`src/rtl/att_pkg.sv`:
```
`default_nettype none
package att_pkg;

  // Default table size and report limit
  localparam int SLOT_COUNT_DEF = 32;
  localparam int MAX_REPORTS    = 32;

  // Register reset values and byte-address decode width
  localparam logic [31:0] LIFETIME_RST    = 32'd60000;
  localparam logic [31:0] IDENT_HOLD_RST  = 32'd18000;
  localparam logic [31:0] ALERT_HOLD_RST  = 32'd60000;
  localparam int          PADDR_W         = 4;

  typedef enum logic [1:0] {
    REG_LIFETIME   = 2'd0,
    REG_IDENT_HOLD = 2'd1,
    REG_ALERT_HOLD = 2'd2
  } reg_idx_t;

  typedef enum logic [2:0] {
    FN_FIND_CREATE = 3'd0,
    FN_FIND        = 3'd1,
    FN_FLIGHT_STAT = 3'd2,
    FN_SURV_STAT   = 3'd3,
    FN_TELEMETRY   = 3'd4,
    FN_SWEEP       = 3'd5,
    FN_CLEAR       = 3'd6,
    FN_UNDEF       = 3'd7
  } func_t;

  typedef enum logic [2:0] {
    OC_DONE      = 3'd0,
    OC_CREATED   = 3'd1,
    OC_MISSING   = 3'd2,
    OC_ADDR_ZERO = 3'd3,
    OC_REPORT    = 3'd4,
    OC_SWEEP_END = 3'd5
  } outcome_t;

  typedef struct packed {
    logic [2:0]  func;
    logic [23:0] address;
    logic [4:0]  slot_sel;
    logic [2:0]  status_code;
    logic [31:0] now_ms;
  } in_item_t;

  typedef struct packed {
    logic [2:0]  outcome;
    logic [4:0]  slot_out;
    logic [23:0] address_out;
    logic        emergency_on;
    logic        ident_on;
    logic [5:0]  report_count;
    logic        last;
  } out_item_t;

  typedef struct packed {
    logic [31:0] track_lifetime_ms;
    logic [31:0] ident_hold_ms;
    logic [31:0] alert_hold_ms;
  } cfg_t;

  typedef enum logic [2:0] {
    ST_IDLE,
    ST_SINGLE,
    ST_FIND,
    ST_FIND_END,
    ST_SWEEP,
    ST_SWEEP_END
  } state_t;

  typedef enum logic [2:0] {
    OP_NONE,
    OP_SINGLE,
    OP_FIND,
    OP_FIND_END,
    OP_SWEEP,
    OP_SWEEP_END
  } dp_op_t;

  typedef struct packed {
    logic   load;
    logic   idx_inc;
    dp_op_t op;
  } cmd_t;

  typedef struct packed {
    logic hit;
    logic idx_last;
    logic out_free;
  } status_t;

endpackage
`default_nettype wire

```
`src/rtl/att_cfg.sv`:
```
`default_nettype none
module att_cfg (
  input  wire logic                           clk,
  input  wire logic                           rst,
  input  wire logic                           psel,
  input  wire logic                           penable,
  input  wire logic                           pwrite,
  input  wire logic [att_pkg::PADDR_W-1:0]    paddr,
  input  wire logic [31:0]                    pwdata,
  output logic [31:0]                         prdata,
  output logic                                pready,
  output att_pkg::cfg_t                       cfg
);
  import att_pkg::*;

  logic [1:0] ridx;

  assign ridx   = paddr[3:2];
  assign pready = 1'b1;

  // Write registers on the access phase
  always_ff @(posedge clk) begin
    if (rst) begin
      cfg.track_lifetime_ms <= LIFETIME_RST;
      cfg.ident_hold_ms     <= IDENT_HOLD_RST;
      cfg.alert_hold_ms     <= ALERT_HOLD_RST;
    end else if (psel && penable && pwrite) begin
      case (ridx)
        REG_LIFETIME:   cfg.track_lifetime_ms <= pwdata;
        REG_IDENT_HOLD: cfg.ident_hold_ms     <= pwdata;
        REG_ALERT_HOLD: cfg.alert_hold_ms     <= pwdata;
        default: ;
      endcase
    end
  end

  // Read back
  always_comb begin
    case (ridx)
      REG_LIFETIME:   prdata = cfg.track_lifetime_ms;
      REG_IDENT_HOLD: prdata = cfg.ident_hold_ms;
      REG_ALERT_HOLD: prdata = cfg.alert_hold_ms;
      default:        prdata = '0;
    endcase
  end

endmodule
`default_nettype wire

```
`src/rtl/att_ctrl.sv`:
```
`default_nettype none
module att_ctrl (
  input  wire logic              clk,
  input  wire logic              rst,
  input  wire logic              in_valid,
  input  wire att_pkg::in_item_t in_data,
  output logic                   in_ready,
  input  wire att_pkg::status_t  status,
  output att_pkg::cmd_t          cmd
);
  import att_pkg::*;

  state_t state, state_next;

  // State register
  always_ff @(posedge clk) begin
    if (rst) begin
      state <= ST_IDLE;
    end else begin
      state <= state_next;
    end
  end

  // Next state and commands
  always_comb begin
    state_next  = state;
    in_ready    = 1'b0;
    cmd.load    = 1'b0;
    cmd.idx_inc = 1'b0;
    cmd.op      = OP_NONE;
    case (state)
      ST_IDLE: begin
        in_ready = 1'b1;
        if (in_valid) begin
          cmd.load = 1'b1;
          if (in_data.func inside {FN_FIND_CREATE, FN_FIND} && in_data.address != '0) begin
            state_next = ST_FIND;
          end else if (in_data.func == FN_SWEEP) begin
            state_next = ST_SWEEP;
          end else begin
            state_next = ST_SINGLE;
          end
        end
      end
      ST_SINGLE: begin
        if (status.out_free) begin
          cmd.op     = OP_SINGLE;
          state_next = ST_IDLE;
        end
      end
      // Hold the scan while a result waits, so a hit can always be emitted
      ST_FIND: begin
        if (status.out_free) begin
          cmd.op = OP_FIND;
          if (status.hit) begin
            state_next = ST_IDLE;
          end else if (status.idx_last) begin
            state_next = ST_FIND_END;
          end else begin
            cmd.idx_inc = 1'b1;
          end
        end
      end
      ST_FIND_END: begin
        if (status.out_free) begin
          cmd.op     = OP_FIND_END;
          state_next = ST_IDLE;
        end
      end
      ST_SWEEP: begin
        if (status.out_free) begin
          cmd.op = OP_SWEEP;
          if (status.idx_last) begin
            state_next = ST_SWEEP_END;
          end else begin
            cmd.idx_inc = 1'b1;
          end
        end
      end
      ST_SWEEP_END: begin
        if (status.out_free) begin
          cmd.op     = OP_SWEEP_END;
          state_next = ST_IDLE;
        end
      end
      default: state_next = ST_IDLE;
    endcase
  end

endmodule
`default_nettype wire

```
`src/rtl/att_dp.sv`:
```
`default_nettype none
module att_dp #(
  parameter int SLOT_COUNT = att_pkg::SLOT_COUNT_DEF
) (
  input  wire logic               clk,
  input  wire logic               rst,
  input  wire att_pkg::cmd_t      cmd,
  output att_pkg::status_t        status,
  input  wire att_pkg::in_item_t  in_data,
  input  wire att_pkg::cfg_t      cfg,
  input  wire logic               out_ready,
  output logic                    out_valid,
  output att_pkg::out_item_t      out_data
);
  import att_pkg::*;

  localparam int IW = $clog2(SLOT_COUNT);

  in_item_t            item;
  logic [IW-1:0]       idx;
  logic [IW-1:0]       empty_idx;
  logic                have_empty;
  logic [5:0]          n_rep;

  logic [SLOT_COUNT-1:0] valid;
  logic [SLOT_COUNT-1:0] changed;
  logic [SLOT_COUNT-1:0] tel;
  logic [23:0]           key_mem   [SLOT_COUNT];
  logic [31:0]           touch_mem [SLOT_COUNT];
  logic [31:0]           ident_mem [SLOT_COUNT];
  logic [31:0]           alert_mem [SLOT_COUNT];

  logic [IW-1:0] sel_idx;
  logic          sel_bad;
  logic          now_ok;
  logic          hit;
  logic          drop;
  logic          ie;
  logic          ae;
  logic          chg_new;
  logic          rep;
  logic [31:0]   ident_new;
  logic [31:0]   alert_new;
  logic          st_alert;
  logic          st_ident;
  logic          emit;
  out_item_t     res;

  assign sel_idx = IW'(item.slot_sel);
  assign sel_bad = 32'(item.slot_sel) >= 32'(SLOT_COUNT);
  assign now_ok  = item.now_ms != '0;
  assign hit     = valid[idx] && key_mem[idx] == item.address;

  // Ageing checks on the scanned slot
  assign drop      = now_ok && cfg.track_lifetime_ms < (item.now_ms - touch_mem[idx]);
  assign ie        = ident_mem[idx] != '0 && now_ok &&
                     cfg.ident_hold_ms < (item.now_ms - ident_mem[idx]);
  assign ae        = alert_mem[idx] != '0 && now_ok &&
                     cfg.alert_hold_ms < (item.now_ms - alert_mem[idx]);
  assign ident_new = ie ? '0 : ident_mem[idx];
  assign alert_new = ae ? '0 : alert_mem[idx];
  assign chg_new   = changed[idx] | ie | ae;
  assign rep       = valid[idx] && !drop && chg_new && tel[idx] && !n_rep[5];

  assign status.hit      = hit;
  assign status.idx_last = idx == IW'(SLOT_COUNT - 1);
  assign status.out_free = !out_valid || out_ready;

  // Decode status codes into stamps
  always_comb begin
    st_alert = 1'b0;
    st_ident = 1'b0;
    case (item.func)
      FN_FLIGHT_STAT: begin
        st_alert = item.status_code inside {3'd2, 3'd3, 3'd4};
        st_ident = item.status_code inside {3'd4, 3'd5};
      end
      FN_SURV_STAT: begin
        st_alert = item.status_code inside {3'd1, 3'd2};
        st_ident = item.status_code == 3'd3;
      end
      default: ;
    endcase
  end

  // Build the result for this cycle
  always_comb begin
    emit = 1'b0;
    res  = '0;
    res.last = 1'b1;
    case (cmd.op)
      OP_SINGLE: begin
        emit = 1'b1;
        case (item.func)
          FN_FIND_CREATE, FN_FIND: res.outcome = OC_ADDR_ZERO;
          FN_FLIGHT_STAT, FN_SURV_STAT, FN_TELEMETRY: begin
            res.outcome  = sel_bad ? OC_MISSING : OC_DONE;
            res.slot_out = item.slot_sel;
          end
          FN_CLEAR: res.outcome = OC_DONE;
          default:  res.outcome = OC_MISSING;
        endcase
      end
      OP_FIND: begin
        emit            = hit;
        res.outcome     = OC_DONE;
        res.slot_out    = 5'(idx);
        res.address_out = item.address;
      end
      OP_FIND_END: begin
        emit = 1'b1;
        if (item.func == FN_FIND || !have_empty) begin
          res.outcome = OC_MISSING;
        end else begin
          res.outcome     = OC_CREATED;
          res.slot_out    = 5'(empty_idx);
          res.address_out = item.address;
        end
      end
      OP_SWEEP: begin
        emit             = rep;
        res.outcome      = OC_REPORT;
        res.slot_out     = 5'(idx);
        res.address_out  = key_mem[idx];
        res.emergency_on = alert_new != '0;
        res.ident_on     = ident_new != '0;
        res.last         = 1'b0;
      end
      OP_SWEEP_END: begin
        emit             = 1'b1;
        res.outcome      = OC_SWEEP_END;
        res.report_count = n_rep;
      end
      default: ;
    endcase
  end

  // Output register
  always_ff @(posedge clk) begin
    if (rst) begin
      out_valid <= 1'b0;
    end else if (emit) begin
      out_valid <= 1'b1;
    end else if (out_ready) begin
      out_valid <= 1'b0;
    end
  end

  always_ff @(posedge clk) begin
    if (emit) begin
      out_data <= res;
    end
  end

  // Item latch and scan counters
  always_ff @(posedge clk) begin
    if (cmd.load) begin
      item       <= in_data;
      idx        <= '0;
      have_empty <= 1'b0;
      n_rep      <= '0;
    end else begin
      if (cmd.idx_inc) begin
        idx <= idx + 1'b1;
      end
      if (cmd.op == OP_FIND && !valid[idx] && !have_empty) begin
        have_empty <= 1'b1;
        empty_idx  <= idx;
      end
      if (cmd.op == OP_SWEEP && rep) begin
        n_rep <= n_rep + 1'b1;
      end
    end
  end

  // Occupancy flags
  always_ff @(posedge clk) begin
    if (rst) begin
      valid <= '0;
    end else begin
      case (cmd.op)
        OP_SINGLE: begin
          if (item.func == FN_CLEAR) begin
            valid <= '0;
          end
        end
        OP_FIND_END: begin
          if (item.func == FN_FIND_CREATE && have_empty) begin
            valid[empty_idx] <= 1'b1;
          end
        end
        OP_SWEEP: begin
          if (valid[idx] && drop) begin
            valid[idx] <= 1'b0;
          end
        end
        default: ;
      endcase
    end
  end

  // Slot entries
  always_ff @(posedge clk) begin
    case (cmd.op)
      OP_SINGLE: begin
        if (!sel_bad) begin
          if (item.func == FN_TELEMETRY) begin
            tel[sel_idx] <= 1'b1;
          end
          if (st_alert) begin
            alert_mem[sel_idx] <= item.now_ms;
          end
          if (st_ident) begin
            ident_mem[sel_idx] <= item.now_ms;
          end
          // Mark and touch the slot once for any stamp or telemetry
          if (item.func == FN_TELEMETRY || st_alert || st_ident) begin
            changed[sel_idx]   <= 1'b1;
            touch_mem[sel_idx] <= item.now_ms;
          end
        end
      end
      OP_FIND: begin
        if (hit) begin
          touch_mem[idx] <= item.now_ms;
        end
      end
      OP_FIND_END: begin
        if (item.func == FN_FIND_CREATE && have_empty) begin
          key_mem[empty_idx]   <= item.address;
          changed[empty_idx]   <= 1'b0;
          tel[empty_idx]       <= 1'b0;
          touch_mem[empty_idx] <= item.now_ms;
          alert_mem[empty_idx] <= '0;
          ident_mem[empty_idx] <= '0;
        end
      end
      OP_SWEEP: begin
        if (valid[idx] && !drop) begin
          ident_mem[idx] <= ident_new;
          alert_mem[idx] <= alert_new;
          changed[idx]   <= chg_new && !rep;
        end
      end
      default: ;
    endcase
  end

endmodule
`default_nettype wire

```
`src/rtl/aircraft_track_table.sv`:
```
`default_nettype none
// Channel  Signals                              Direction
// input    in_valid / in_ready / in_data        item in
// output   out_valid / out_ready / out_data     item out
// config   psel penable pwrite paddr pwdata     register write and read
//
// Finds and sweeps scan one slot per cycle while the output is free, using
// the single slot read port of the datapath. Other operations emit one result.
// One item is in work at a time; the next is taken while a result waits.
// A stalled output holds the scan in place. Synchronous reset empties the table.
module aircraft_track_table #(
  parameter int SLOT_COUNT = att_pkg::SLOT_COUNT_DEF
) (
  input  wire logic                        clk,
  input  wire logic                        rst,
  input  wire logic                        in_valid,
  output logic                             in_ready,
  input  wire att_pkg::in_item_t           in_data,
  output logic                             out_valid,
  input  wire logic                        out_ready,
  output att_pkg::out_item_t               out_data,
  input  wire logic                        psel,
  input  wire logic                        penable,
  input  wire logic                        pwrite,
  input  wire logic [att_pkg::PADDR_W-1:0] paddr,
  input  wire logic [31:0]                 pwdata,
  output logic [31:0]                      prdata,
  output logic                             pready
);
  import att_pkg::*;

  cfg_t    cfg;
  cmd_t    cmd;
  status_t status;

  att_cfg u_cfg (
    .clk(clk), .rst(rst), .psel(psel), .penable(penable), .pwrite(pwrite),
    .paddr(paddr), .pwdata(pwdata), .prdata(prdata), .pready(pready), .cfg(cfg)
  );

  att_ctrl u_ctrl (
    .clk(clk), .rst(rst), .in_valid(in_valid), .in_data(in_data),
    .in_ready(in_ready), .status(status), .cmd(cmd)
  );

  att_dp #(.SLOT_COUNT(SLOT_COUNT)) u_dp (
    .clk(clk), .rst(rst), .cmd(cmd), .status(status), .in_data(in_data),
    .cfg(cfg), .out_ready(out_ready), .out_valid(out_valid), .out_data(out_data)
  );

endmodule
`default_nettype wire
```
`config.mk`:
```
export PLATFORM = sky130hd
export DESIGN_NAME = aircraft_track_table
export DESIGN_NICKNAME = d
export VERILOG_FILES = /design/src/rtl/att_pkg.sv /design/src/rtl/att_cfg.sv /design/src/rtl/att_ctrl.sv /design/src/rtl/att_dp.sv /design/src/rtl/aircraft_track_table.sv
export SDC_FILE = /design/constraint.sdc
export NUM_CORES = 2
export LEC_CHECK = 0
export ABC_AREA = 1
export ABC_CLOCK_PERIOD_IN_PS = 14200
export BUFFER_PORTS_ARGS = -buffer_cell sky130_fd_sc_hd__buf_2
export CORE_MARGIN = 1
export CORE_UTILIZATION = 40
export DETAILED_ROUTE_END_ITERATION = 10
export PLACE_DENSITY = 0.53
export SLEW_MARGIN = 10
export SYNTH_ARGS = -nofsm -noshare
export SYNTH_HDL_FRONTEND = slang
export SYNTH_SLANG_ARGS = --single-unit
```
`constraint.sdc`:
```
create_clock -name clk -period 14.2 [get_ports clk]
set_input_delay 2.84 -clock clk [delete_from_list [all_inputs] [get_ports clk]]
set_output_delay 2.84 -clock clk [all_outputs]
set_load 0.05 [all_outputs]
```
==> flow_summary_export.csv <==
group,metric,value,unit
status,outcome,"complete, no violations",
global_route,grt_pass1_vias,113300,
clock_tree,cts.sinks,4166,
power_and_ir_drop,power.total,37.35,mW
logic_synthesis,synth-compound-area-share,10.36,%
sta,fin_hold_ws,0.4753,ns
clock_tree,cts_tree,"yes",
route,wire_per_inst,26.58,um
sta,period_share,81.75,%
sta,rsz0062_at_grt,"false",
worst_hold_path,hp-start,"u_dp.valid[21]",
logic_synthesis,synthTopCellsByCount,"4017 x edfxtp_1, 2583 x nand2_1, 2085 x nor2_1",
logic_synthesis,netlist_area,175000,um2
clock_tree,ctsResizeCount,0,
logic_synthesis,async_flop_share,0,%
cells_and_area,nNetsFinal,15340,
clock_tree,ctsHoldBuffers,0,
placed_design,dp.cells,20320,
clock_tree,h-tree-depth,5,
setup_path,path_common_cell,"o21ai_0",
clock_tree,clock_latency,1.02,ns
logic_synthesis,yosys_warnings,0,
setup_path,crit_type,"reg -> reg",
logic_synthesis,synth_most_common_cell,"edfxtp_1",
placed_design,place_hpwl,306600,um
sta,skew,0.07535,ns
sta,maxSlewHeadroom,18.64,%
logic_synthesis,synth_top_family_by_area,"simple AND/OR/NAND/NOR gates",
sta,hold_viol,0,
cells_and_area,drive_gt1_share,9.016,%
route,dr.pass1.iters,6,
cells_and_area,fin_cells,21140,
setup_path,end_kind,"flip-flop",
global_route,gr-total-overflow,0,
placed_design,dp_slack,2.985,ns
setup_path,cp_data_required_time,14.79,ns
die,die_x,663.4,um
logic_synthesis,synth_edf_count,4017,
placed_design,placed_area,183400,um2
global_route,grt_first_pass_wirelength,804200,um
route,vias,120300,
global_route,gr-usage-all-layers,24.70,%
setup_path,cpPeakStageDelay,0.94,ns
sta,setup-violations-final,0,
die,initial_core_util,40.22,%
setup_path,critPathSlowestCell,"nor3_2",
route,drt-total-wl,561900,um
route,drc,0,
die,die_h,663.4,um
setup_path,cp.arrival,12.20,ns
logic_synthesis,syn_inst,15000,
worst_hold_path,holdPathStages,2,
die,coreArea,435100,um2
clock_tree,numCtsBuffers,434,
setup_path,r2r_cells,31,
logic_synthesis,ys_ff_latch,4166,
global_route,antenna_found_initial,30,
logic_synthesis,ys_types,55,
die,dieArea,440100,um2
logic_synthesis,ys_seq_area_share,70.64,%
logic_synthesis,synth-simple-area-share,13.94,%
global_route,grt_max_degree,186,
cells_and_area,area_growth,12.72,%
clock_tree,clk_pin_slew,0.06,ns
logic_synthesis,muxShareOfSynthArea,0.04576,%
cells_and_area,finish.utilization,45.33,%
placed_design,place_congestion,0.8751,
logic_synthesis,synth_top_area_cell,"edfxtp_1",
clock_tree,cts.path.max_buffers,4,
sta,setup-tns-final,0,ns
sta,clock.fmax,0.08614,GHz
clock_tree,ctsRootBufferMaster,"clkbuf_16",
route,antenna_left,0,
run,max_cap_violations,0,
sta,period_minus_slack,11.61,ns
logic_synthesis,synth-adder-area-share,1.407,%
logic_synthesis,synth.area.top_cells,"edfxtp_1 69%, nand2_1 5.5%, o21ai_0 5.4%",
setup_path,setup.worst_path.start_class,"flip-flop",
logic_synthesis,synthFlopType,"edfxtp_1",
clock_tree,cts_setup_buffers,0,
power_and_ir_drop,p_leak,67.39,nW
power_and_ir_drop,ir_drop,0.1244,mV
worst_hold_path,hp-class,"reg -> reg",
cells_and_area,design_area,197300,um2
route,via_per_inst,5.691,
logic_synthesis,syn_area_per_cell,11.67,um2
sta,tightest_slew,1.220,ns
route,first_iter_violations,12920,
power_and_ir_drop,p_per_area,189.4,nW/um2
setup_path,cp_max_fo,77,
sta,slew_violations,0,
sta,setup_ws,2.591,ns
die,ios,186,
logic_synthesis,synth_top_area_share,68.93,%
placed_design,io_buffers,182,
die,num_rows,242,
logic_synthesis,synth_xor_xnor_area_share,0.4955,%
logic_synthesis,syn_nets,15310,
[critical path: cells and delay by family (launching register included)]
family	cells	cell delay, ns
compound gates	12	4.18
xor+xnor	1	0.12
fa+ha+maj	2	0.71
buf+inv	3	1.58
flops	1	0.52
mux	1	0.39
simple gates	12	3.30
[metal layers]
metal  wire length, um  up-vias  track usage (%)  part of all wire, %
met2            257100     4628            39.13                   46
met5                26        -                0               0.0046
li1                  -    54460                -                    -
met3             39480     1021            3.178                  7.0
met4             27640        4            11.03                  4.9
met1            237700    60220            34.13                   42
[power breakdown]
group          switching, mW  internal [mW]
logic                   8.58           3.31
registers              0.183           14.2
clock network           4.82           6.22
[placed cells by master (no fill, tap or decap), types with 117 or more instances in the layout]
cell type / n
edfxtp_1: 4017
nand2_1: 2579
nor2_1: 2018
o21ai_0: 1847
nand3_1: 1143
o22ai_1: 667
clkbuf_16: 437
buf_4: 346
a21oi_1: 304
inv_1: 284
ha_1: 192
buf_2: 182
dfxtp_1: 143
o221ai_1: 123
clkbuf_1: 117
[path summary, 6_finish.rpt]
kind / endpoint / slack, ns
max: u_dp.alert_mem[4][9] / 2.59
min: u_dp.valid[21] / 0.48
max reg2reg: u_dp.alert_mem[4][9] / 2.59
min reg2reg: u_dp.valid[21] / 0.48
[area by class of cell]
class                   instances  area, um2
flip-flops and latches       4166     123600
clock buffers                 562      11480
repair buffers                562       4172
diodes                         26      65.06
clock inverters               228       2128
fillers                     39600     237900
inverters                     302       1175
multi-input cells            9564      47430
well taps                    5734       7174
[sequential cells by signal, summed over array words and instances (netlist names), 41 cells and up, named ones only]
register / cells
u_cfg.cfg: 96
u_dp.alert_mem: 1024
u_dp.ident_mem: 1024
u_dp.item: 62
u_dp.key_mem: 768
u_dp.out_data: 41
u_dp.touch_mem: 1024
[cell families after synthesis]
group,count (synthesis)
AO/OA/AOI/OAI,3257
flip-flops,4166
buffers and inverters,1270
AND/OR/NAND/NOR,6004
XOR/XNOR,99
multiplexers,8
adder cells (fa/ha/maj),195
other,1
(Power assumes the default switching activity.)
